**config.mk**
```make
export PLATFORM = sky130hd
export DESIGN_NAME = ftbb_ctrl
export DESIGN_NICKNAME = d
export VERILOG_FILES = /design/src/design/ftbb_pkg.sv /design/src/design/ftbb_ctrl.sv
export SDC_FILE = /design/constraint.sdc
export NUM_CORES = 1
export LEC_CHECK = 0
export ABC_CLOCK_PERIOD_IN_PS = 4740
export BUFFER_PORTS_ARGS = -buffer_cell sky130_fd_sc_hd__buf_2
export CAP_MARGIN = 20
export CORE_UTILIZATION = 57
export CTS_BUF_LIST = sky130_fd_sc_hd__clkbuf_4
export CTS_CLUSTER_DIAMETER = 60
export DETAILED_ROUTE_END_ITERATION = 12
export HOLD_SLACK_MARGIN = 0.12
export PLACE_DENSITY = 0.87
export SLEW_MARGIN = 20
export SYNTH_ARGS = -nofsm -noshare
export SYNTH_HDL_FRONTEND = slang
export SYNTH_SLANG_ARGS = --single-unit
export TNS_END_PERCENT = 1
```
**constraint.sdc**
```tcl
create_clock -name clk -period 4.74 [get_ports clk]
set_input_delay 0.711 -clock clk [delete_from_list [all_inputs] [get_ports clk]]
set_output_delay 0.711 -clock clk [all_outputs]
set_load 0.05 [all_outputs]
```
**src/design/ftbb_pkg.sv**
```systemverilog
// ----------------------------------------------------------------------------
// ftbb_pkg
// Shared types and codes for the file table with block-use bitmap: request
// and status codes, response block select, controller command and status.
// ----------------------------------------------------------------------------
package ftbb_pkg;

  // field widths
  localparam int ID_W      = 31;
  localparam int CFG_W     = 13;
  localparam int OUT_BLK_W = 12;
  localparam int CNT_W     = 6;

  localparam logic [CNT_W-1:0] COUNT_MAX = 6'd63;

  // request kinds
  localparam logic [1:0] REQ_CREATE = 2'd0;
  localparam logic [1:0] REQ_DELETE = 2'd1;
  localparam logic [1:0] REQ_LOOKUP = 2'd2;
  localparam logic [1:0] REQ_CLEAR  = 2'd3;

  // response status codes
  localparam logic [1:0] ST_OK       = 2'd0;
  localparam logic [1:0] ST_EXISTS   = 2'd1;
  localparam logic [1:0] ST_NOTFOUND = 2'd2;
  localparam logic [1:0] ST_FULL     = 2'd3;

  // response block source
  localparam logic [1:0] SEL_ZERO  = 2'd0;
  localparam logic [1:0] SEL_SLOT  = 2'd1;
  localparam logic [1:0] SEL_ALLOC = 2'd2;

  // controller to datapath
  typedef struct packed {
    logic       in_load;
    logic       clr_tbl;
    logic       sweep;
    logic       slot_start;
    logic       slot_del;
    logic       bm_start;
    logic       free_rd;
    logic       free_wr;
    logic       alloc;
    logic       resp_load;
    logic [1:0] resp_status;
    logic [1:0] resp_blk_sel;
  } ftbb_cmd_t;

  // datapath to controller
  typedef struct packed {
    logic slot_busy;
    logic slot_hit;
    logic bm_busy;
    logic bm_hit;
    logic sweep_last;
  } ftbb_stat_t;

endpackage

```
**src/design/ftbb_ctrl.sv**
```systemverilog
// ----------------------------------------------------------------------------
// ftbb_ctrl
// Request sequencer: clearing sweep, slot scan, bitmap search, allocation or
// free, then the result beat into the output register.
// ----------------------------------------------------------------------------
module ftbb_ctrl (
  input  logic                 clk,
  input  logic                 rst_n,
  input  logic                 in_tvalid,
  output logic                 in_tready,
  input  logic [1:0]           in_req,
  output logic                 out_tvalid,
  input  logic                 out_tready,
  input  ftbb_pkg::ftbb_stat_t stat,
  output ftbb_pkg::ftbb_cmd_t  cmd
);
  import ftbb_pkg::*;

  localparam logic [3:0] S_SWEEP   = 4'd0;
  localparam logic [3:0] S_IDLE    = 4'd1;
  localparam logic [3:0] S_SLOT_GO = 4'd2;
  localparam logic [3:0] S_SLOT    = 4'd3;
  localparam logic [3:0] S_BM_GO   = 4'd4;
  localparam logic [3:0] S_BM      = 4'd5;
  localparam logic [3:0] S_ALLOC   = 4'd6;
  localparam logic [3:0] S_FREE_RD = 4'd7;
  localparam logic [3:0] S_FREE_WR = 4'd8;
  localparam logic [3:0] S_RESP    = 4'd9;

  logic [3:0] state_r, state_nxt;
  logic [1:0] req_r, req_nxt;
  logic [1:0] st_r, st_nxt;
  logic [1:0] sel_r, sel_nxt;
  logic       clr_pend_r, clr_pend_nxt;
  logic       out_valid_r;

  // next state and commands
  always_comb begin
    state_nxt    = state_r;
    req_nxt      = req_r;
    st_nxt       = st_r;
    sel_nxt      = sel_r;
    clr_pend_nxt = clr_pend_r;
    cmd          = '0;
    cmd.resp_status  = st_r;
    cmd.resp_blk_sel = sel_r;
    in_tready    = (state_r == S_IDLE);
    case (state_r)
      S_SWEEP: begin
        cmd.sweep = 1'b1;
        if (stat.sweep_last) begin
          state_nxt    = clr_pend_r ? S_RESP : S_IDLE;
          clr_pend_nxt = 1'b0;
        end
      end
      S_IDLE: begin
        if (in_tvalid) begin
          cmd.in_load = 1'b1;
          req_nxt     = in_req;
          if (in_req == REQ_CLEAR) begin
            cmd.clr_tbl  = 1'b1;
            clr_pend_nxt = 1'b1;
            st_nxt       = ST_OK;
            sel_nxt      = SEL_ZERO;
            state_nxt    = S_SWEEP;
          end else begin
            state_nxt = S_SLOT_GO;
          end
        end
      end
      S_SLOT_GO: begin
        cmd.slot_start = 1'b1;
        cmd.slot_del   = (req_r == REQ_DELETE);
        state_nxt      = S_SLOT;
      end
      S_SLOT: begin
        if (!stat.slot_busy) begin
          case (req_r)
            REQ_CREATE: begin
              if (stat.slot_hit) begin
                st_nxt    = ST_EXISTS;
                sel_nxt   = SEL_SLOT;
                state_nxt = S_RESP;
              end else begin
                state_nxt = S_BM_GO;
              end
            end
            REQ_DELETE: begin
              if (stat.slot_hit) begin
                state_nxt = S_FREE_RD;
              end else begin
                st_nxt    = ST_NOTFOUND;
                sel_nxt   = SEL_ZERO;
                state_nxt = S_RESP;
              end
            end
            default: begin
              st_nxt    = stat.slot_hit ? ST_OK : ST_NOTFOUND;
              sel_nxt   = stat.slot_hit ? SEL_SLOT : SEL_ZERO;
              state_nxt = S_RESP;
            end
          endcase
        end
      end
      S_BM_GO: begin
        cmd.bm_start = 1'b1;
        state_nxt    = S_BM;
      end
      S_BM: begin
        if (!stat.bm_busy) begin
          if (stat.bm_hit) begin
            state_nxt = S_ALLOC;
          end else begin
            st_nxt    = ST_FULL;
            sel_nxt   = SEL_ZERO;
            state_nxt = S_RESP;
          end
        end
      end
      S_ALLOC: begin
        cmd.alloc = 1'b1;
        st_nxt    = ST_OK;
        sel_nxt   = SEL_ALLOC;
        state_nxt = S_RESP;
      end
      S_FREE_RD: begin
        cmd.free_rd = 1'b1;
        state_nxt   = S_FREE_WR;
      end
      S_FREE_WR: begin
        cmd.free_wr = 1'b1;
        st_nxt      = ST_OK;
        sel_nxt     = SEL_SLOT;
        state_nxt   = S_RESP;
      end
      S_RESP: begin
        if (!out_valid_r || out_tready) begin
          cmd.resp_load = 1'b1;
          state_nxt     = S_IDLE;
        end
      end
      default: begin
        state_nxt = S_IDLE;
      end
    endcase
  end

  // state registers
  always_ff @(posedge clk) begin
    if (!rst_n) begin
      state_r    <= S_SWEEP;
      req_r      <= REQ_CREATE;
      st_r       <= ST_OK;
      sel_r      <= SEL_ZERO;
      clr_pend_r <= 1'b0;
    end else begin
      state_r    <= state_nxt;
      req_r      <= req_nxt;
      st_r       <= st_nxt;
      sel_r      <= sel_nxt;
      clr_pend_r <= clr_pend_nxt;
    end
  end

  // output beat valid
  always_ff @(posedge clk) begin
    if (!rst_n) begin
      out_valid_r <= 1'b0;
    end else if (cmd.resp_load) begin
      out_valid_r <= 1'b1;
    end else if (out_tready) begin
      out_valid_r <= 1'b0;
    end
  end

  assign out_tvalid = out_valid_r;

  // checks
  a_one_at_a_time: assert property (@(posedge clk) disable iff (!rst_n)
    (in_tvalid && in_tready) |=> !in_tready)
    else $error("second request taken while one is in work");

  a_valid_from_load: assert property (@(posedge clk) disable iff (!rst_n)
    ($past(rst_n) && $rose(out_valid_r)) |-> $past(cmd.resp_load))
    else $error("result valid raised without a result load");

  a_idle_holds: assert property (@(posedge clk) disable iff (!rst_n)
    (state_r == S_IDLE && !in_tvalid) |=> (state_r == S_IDLE))
    else $error("left idle without a request");

endmodule

```
Word-level counts from Yosys, hierarchy flattened
Index checks and enable logic that the tools add are counted.
{ "word_totals": {"regBits": 12, "wordCells": 86, "output_inout_bits": 16, "inputBits": 11} }
{ "op_classes": {"n_reduce_logical": 14, "n_eq_ne": 20, "muxes": 46} }
{ "op_table": {"columns": ["operator", "count"], "rows": [
  ["$mux W4", 9],
  ["$pmux W4 S9", 1],
  ["$mux W2", 16],
  ["$eq A4 B3 Y1 const B", 4],
  ["$reduce_and A8 Y1", 2],
  ["$mux W1", 14],
  ["$ne A2 B2 Y1 const B", 6],
  ["$pmux W2 S5", 1],
  ["$eq A4 B2 Y1 const B", 2],
  ["$eq A4 B4 Y1 const B", 2],
  ["$pmux W2 S2", 2],
  ["$pmux W2 S4", 1],
  ["$pmux W4 S2", 1],
  ["$ne A3 B3 Y1 const B", 2],
  ["$reduce_and A5 Y1", 1],
  ["$reduce_bool A5 Y1", 1],
  ["$eq A4 B1 Y1 const B", 1],
  ["$logic_not A4 Y1", 1],
  ["$reduce_and A4 Y1", 1],
  ["$reduce_bool A2 Y1", 2],
  ["$reduce_bool A4 Y1", 1],
  ["$eq A2 B1 Y1 const B", 1],
  ["$eq A2 B2 Y1 const B", 1],
  ["$logic_not A2 Y1", 1],
  ["6 further kinds", 6]
]} }

Logic depth before layout (Yosys ltp)
{ "logic_depth": {"ltp_word": 5, "ltp_mapped": 6, "ltp_nobuf": 5} }

Worst setup path before layout
OpenSTA, ideal clock, no wires.
{ "synth_timing": {"path_kind": "reg-to-output", "startpoint": "register state_r[3]", "endpoint": "output cmd[12] (netlist name)", "required_ps": 4029, "arrival_ps": 2554, "stages_incl_launch_ff": 5, "slack_ps": 1475, "path_buffers": 1, "cell_sequence": "dfxtp_1 > buf_6 > nor4b_2 > nand2_1 > nor2_1"} }
{ "synth_lines": {"columns": ["element", "line", "source"], "rows": [
  ["from (decl)", "ftbb_ctrl.sv:30", "logic [3:0] state_r, state_nxt;"],
  ["from (signal assigned)", "ftbb_ctrl.sv:157", "state_r <= state_nxt;"],
  ["to (decl)", "ftbb_ctrl.sv:15", "output ftbb_pkg::ftbb_cmd_t cmd"]
]} }

==> metrics <==
status=complete, no violations; Placed Cells=150; syn_area_per_cell=7.68 um2; Tcrit/Tclk final=57.6%; crit end category=output pin; Seq/Total Area, Yosys=a little over a quarter; Placeable Area=0.00149 mm2; Final WS setup=2.01 ns; final non-filler cell total=153; global route overflow=0; ys async rst share=0%; fillers=130; area leader, netlist=dfxtp_1; mapped cell area=approximately 910 um2; Distinct cells, synth=42; FF+latch area=240 um2; Root Driver=clkbuf_4; Syn Inst Count=118; ant diodes=0; CP max stage cell=dfxtp_1; Die Wd=41.9 um; synthesis-stage register bit count=12; multi-input logic area=a little under 600 um2; die footprint=around 0.0018 mm2; Leak=0.000434 uW; crit-path max cell delay=approximately 0.66 ns; fin nets=150; CTS clock-pin slew for the worst setup and hold paths=0.08 ns; Syn. warnings=0; Ports=27; CP bufs+invs=1; DR vias/cell=6.32; # resized after CTS=0; post-synth top area share=26.5%; DR vias=967; Final Cell Area=0.00102 mm2; crit path time final=2.73 ns; HP Class=flip-flop to flip-flop; CTS sink count=12; post-route ant nets=0; IO Port Bufs=26; row count=14; share of layout cells above drive strength 1=about a quarter; CTS max path bufs=2; CP Cell Sequence=nor4b_2 -> nand2_1 -> nor2_1 -> buf_2; initial antenna violation count=0; Num CTS Buffers=3; Max Clk Rate=366 MHz; die height=41.9 um; Cell Pwr Density=275 mW/mm2; GPL Wtd Cong=0.935; final core occ=68.3%; Setup Skew=0.00786 ns; crit path kind=flip-flop to output pin; Worst Tran Pin Value=between 0.5 and 0.6 ns; number of global-route vias before repair=855; Setup violations, final=0; Critical Path RT=4.03 ns; Synthesized Nets=129; cts hold-fix bufs=0; Max Cap Viol=0; DRT Pass-1 Iters=4; Max VDD drop=0.162 mV; Clk Latency, worst-skew pair=0.28 ns; Initial Util=60.8%; CP Max Fanout=20; RSZ-0062 raised after global routing=no; crit path launch type=flip-flop; top cells by area, synth=dfxtp_1 (27%), nand2_1 (5.8%), o21ai_0 (3.9%), nor2_1 (3.7%), nand2b_1 (3.5%); Final HPWL DP=1690 um; # DRC=0; Cell Area, Placed=995 um2; Post-CTS Setup Repair Bufs=0; commonest cells after routing, fill and taps aside=buf_2 (26), nand2_1 (14), dfxtp_1 (12), nor2_1 (9), o21ai_0 (7); WL per Instance=14.3 um; Fin Setup TNS=0 ns; CTS H-tree lvls=1; normalized max-slew margin=60.0%; delay-heaviest family, CP=simple AND/OR/NAND/NOR gates; DR iter-0 viols=31; CTS tree=yes; Syn-to-layout area delta=12.3%; pre-CTS setup slack=2.34 ns; most common cell after layout, fill and taps aside=buf_2; first-pass GRT wire length=3690 um; pin count of the biggest net entering global routing=22; GRT Util Overall=27.4%; crit path DAT=2.02 ns; Hold Vio Cnt, Final=0; EDFF count, synth=0; Slew Viols, Final=0; Post-synth top flop=dfxtp_1; drt total wl=2190 um
## cell families after synthesis
logic type | count (synthesis) | synth area share, %
xor gates and xnor gates | 1 | 0.967
muxes | 3 | 3.32
and+or+nand+nor | 60 | 39.8
buffers and inverters | 15 | 8.84
DFF | 12 | 26.5
AOI/OAI and AO/OA | 27 | 20.6
## metal layers
metal | global-route usage, % | routed length [um] | up-vias
met5 | 0 | 0 | -
met1 | 34.7 | 964 | 443
met3 | 4.35 | 129 | 11
li1 | - | - | 471
met2 | 45.0 | 1030 | 42
met4 | 12.9 | 66 | 0
## through the flow
| stage | hold slack, ns | total power [uW] |
|---|---|---|
| after floorplan | 0.449 | 198 |
| after global placement | 0.439 | 214 |
| after detailed placement | 0.452 | 218 |
| after CTS | 0.464 | 279 |
| after global routing | 0.490 | 294 |
| final | 0.459 | 280 |
## state kept, by name (all words and copies together) (netlist names)
| signal | count |
|---|---|
| state_r | 4 |
| clr_pend_r | 1 |
| st_r | 2 |
| out_tvalid | 1 |
| sel_r | 2 |
| req_r | 2 |
## cells in the mapped netlist (all sizes together) (3+ instances only)
master and number:
nand2 14, dfxtp 12, nor2 9, o21ai 8, buf 7, nand3 6, a21oi 5, inv 5
nand2b 5, a31oi 3, clkbuf 3, mux2i 3, nor2b 3, nor3 3, nor4b 3, nor4bb 3
or2 3
## cell type report
class / count / share of cell area, %
Inverter: 5 / 1.85
Clock buffer: 3 / 2.21
Tap cell: 16 / 1.97
Timing Repair Buffer: 26 / 12.8
Multi-Input combinational cell: 91 / 57.6
Sequential cell: 12 / 23.6
## path summary, 6_finish.rpt
check	cells after the start	to	start	slack, ns
setup / recovery	4	cmd[12]	state_r[0]$_SDFFE_PN0P_	2.01
hold / removal	2	st_r[1]$_SDFFE_PN0P_	st_r[1]$_SDFFE_PN0P_	0.46
setup reg to reg	4	st_r[0]$_SDFFE_PN0P_	state_r[2]$_SDFFE_PN0P_	2.76
hold reg to reg	2	st_r[1]$_SDFFE_PN0P_	st_r[1]$_SDFFE_PN0P_	0.46
## tightest hold or removal path: cells and delay by family (launching register included)
family / cells / cell delay (ns)
and+or+nand+nor: 1 / 0.05
muxes: 1 / 0.05
DFF: 1 / 0.31
## report_power, final
group / leakage [uW] / internal [uW] / total (uW) / switching, uW
combinational: 0.000323 / 37.7 / 97.7 / 60.0
clock: 0.0000138 / 29.5 / 63.2 / 33.7
sequential: 0.0000973 / 105 / 119 / 13.9
No activity file was read; power rests on OpenSTA's default activity.
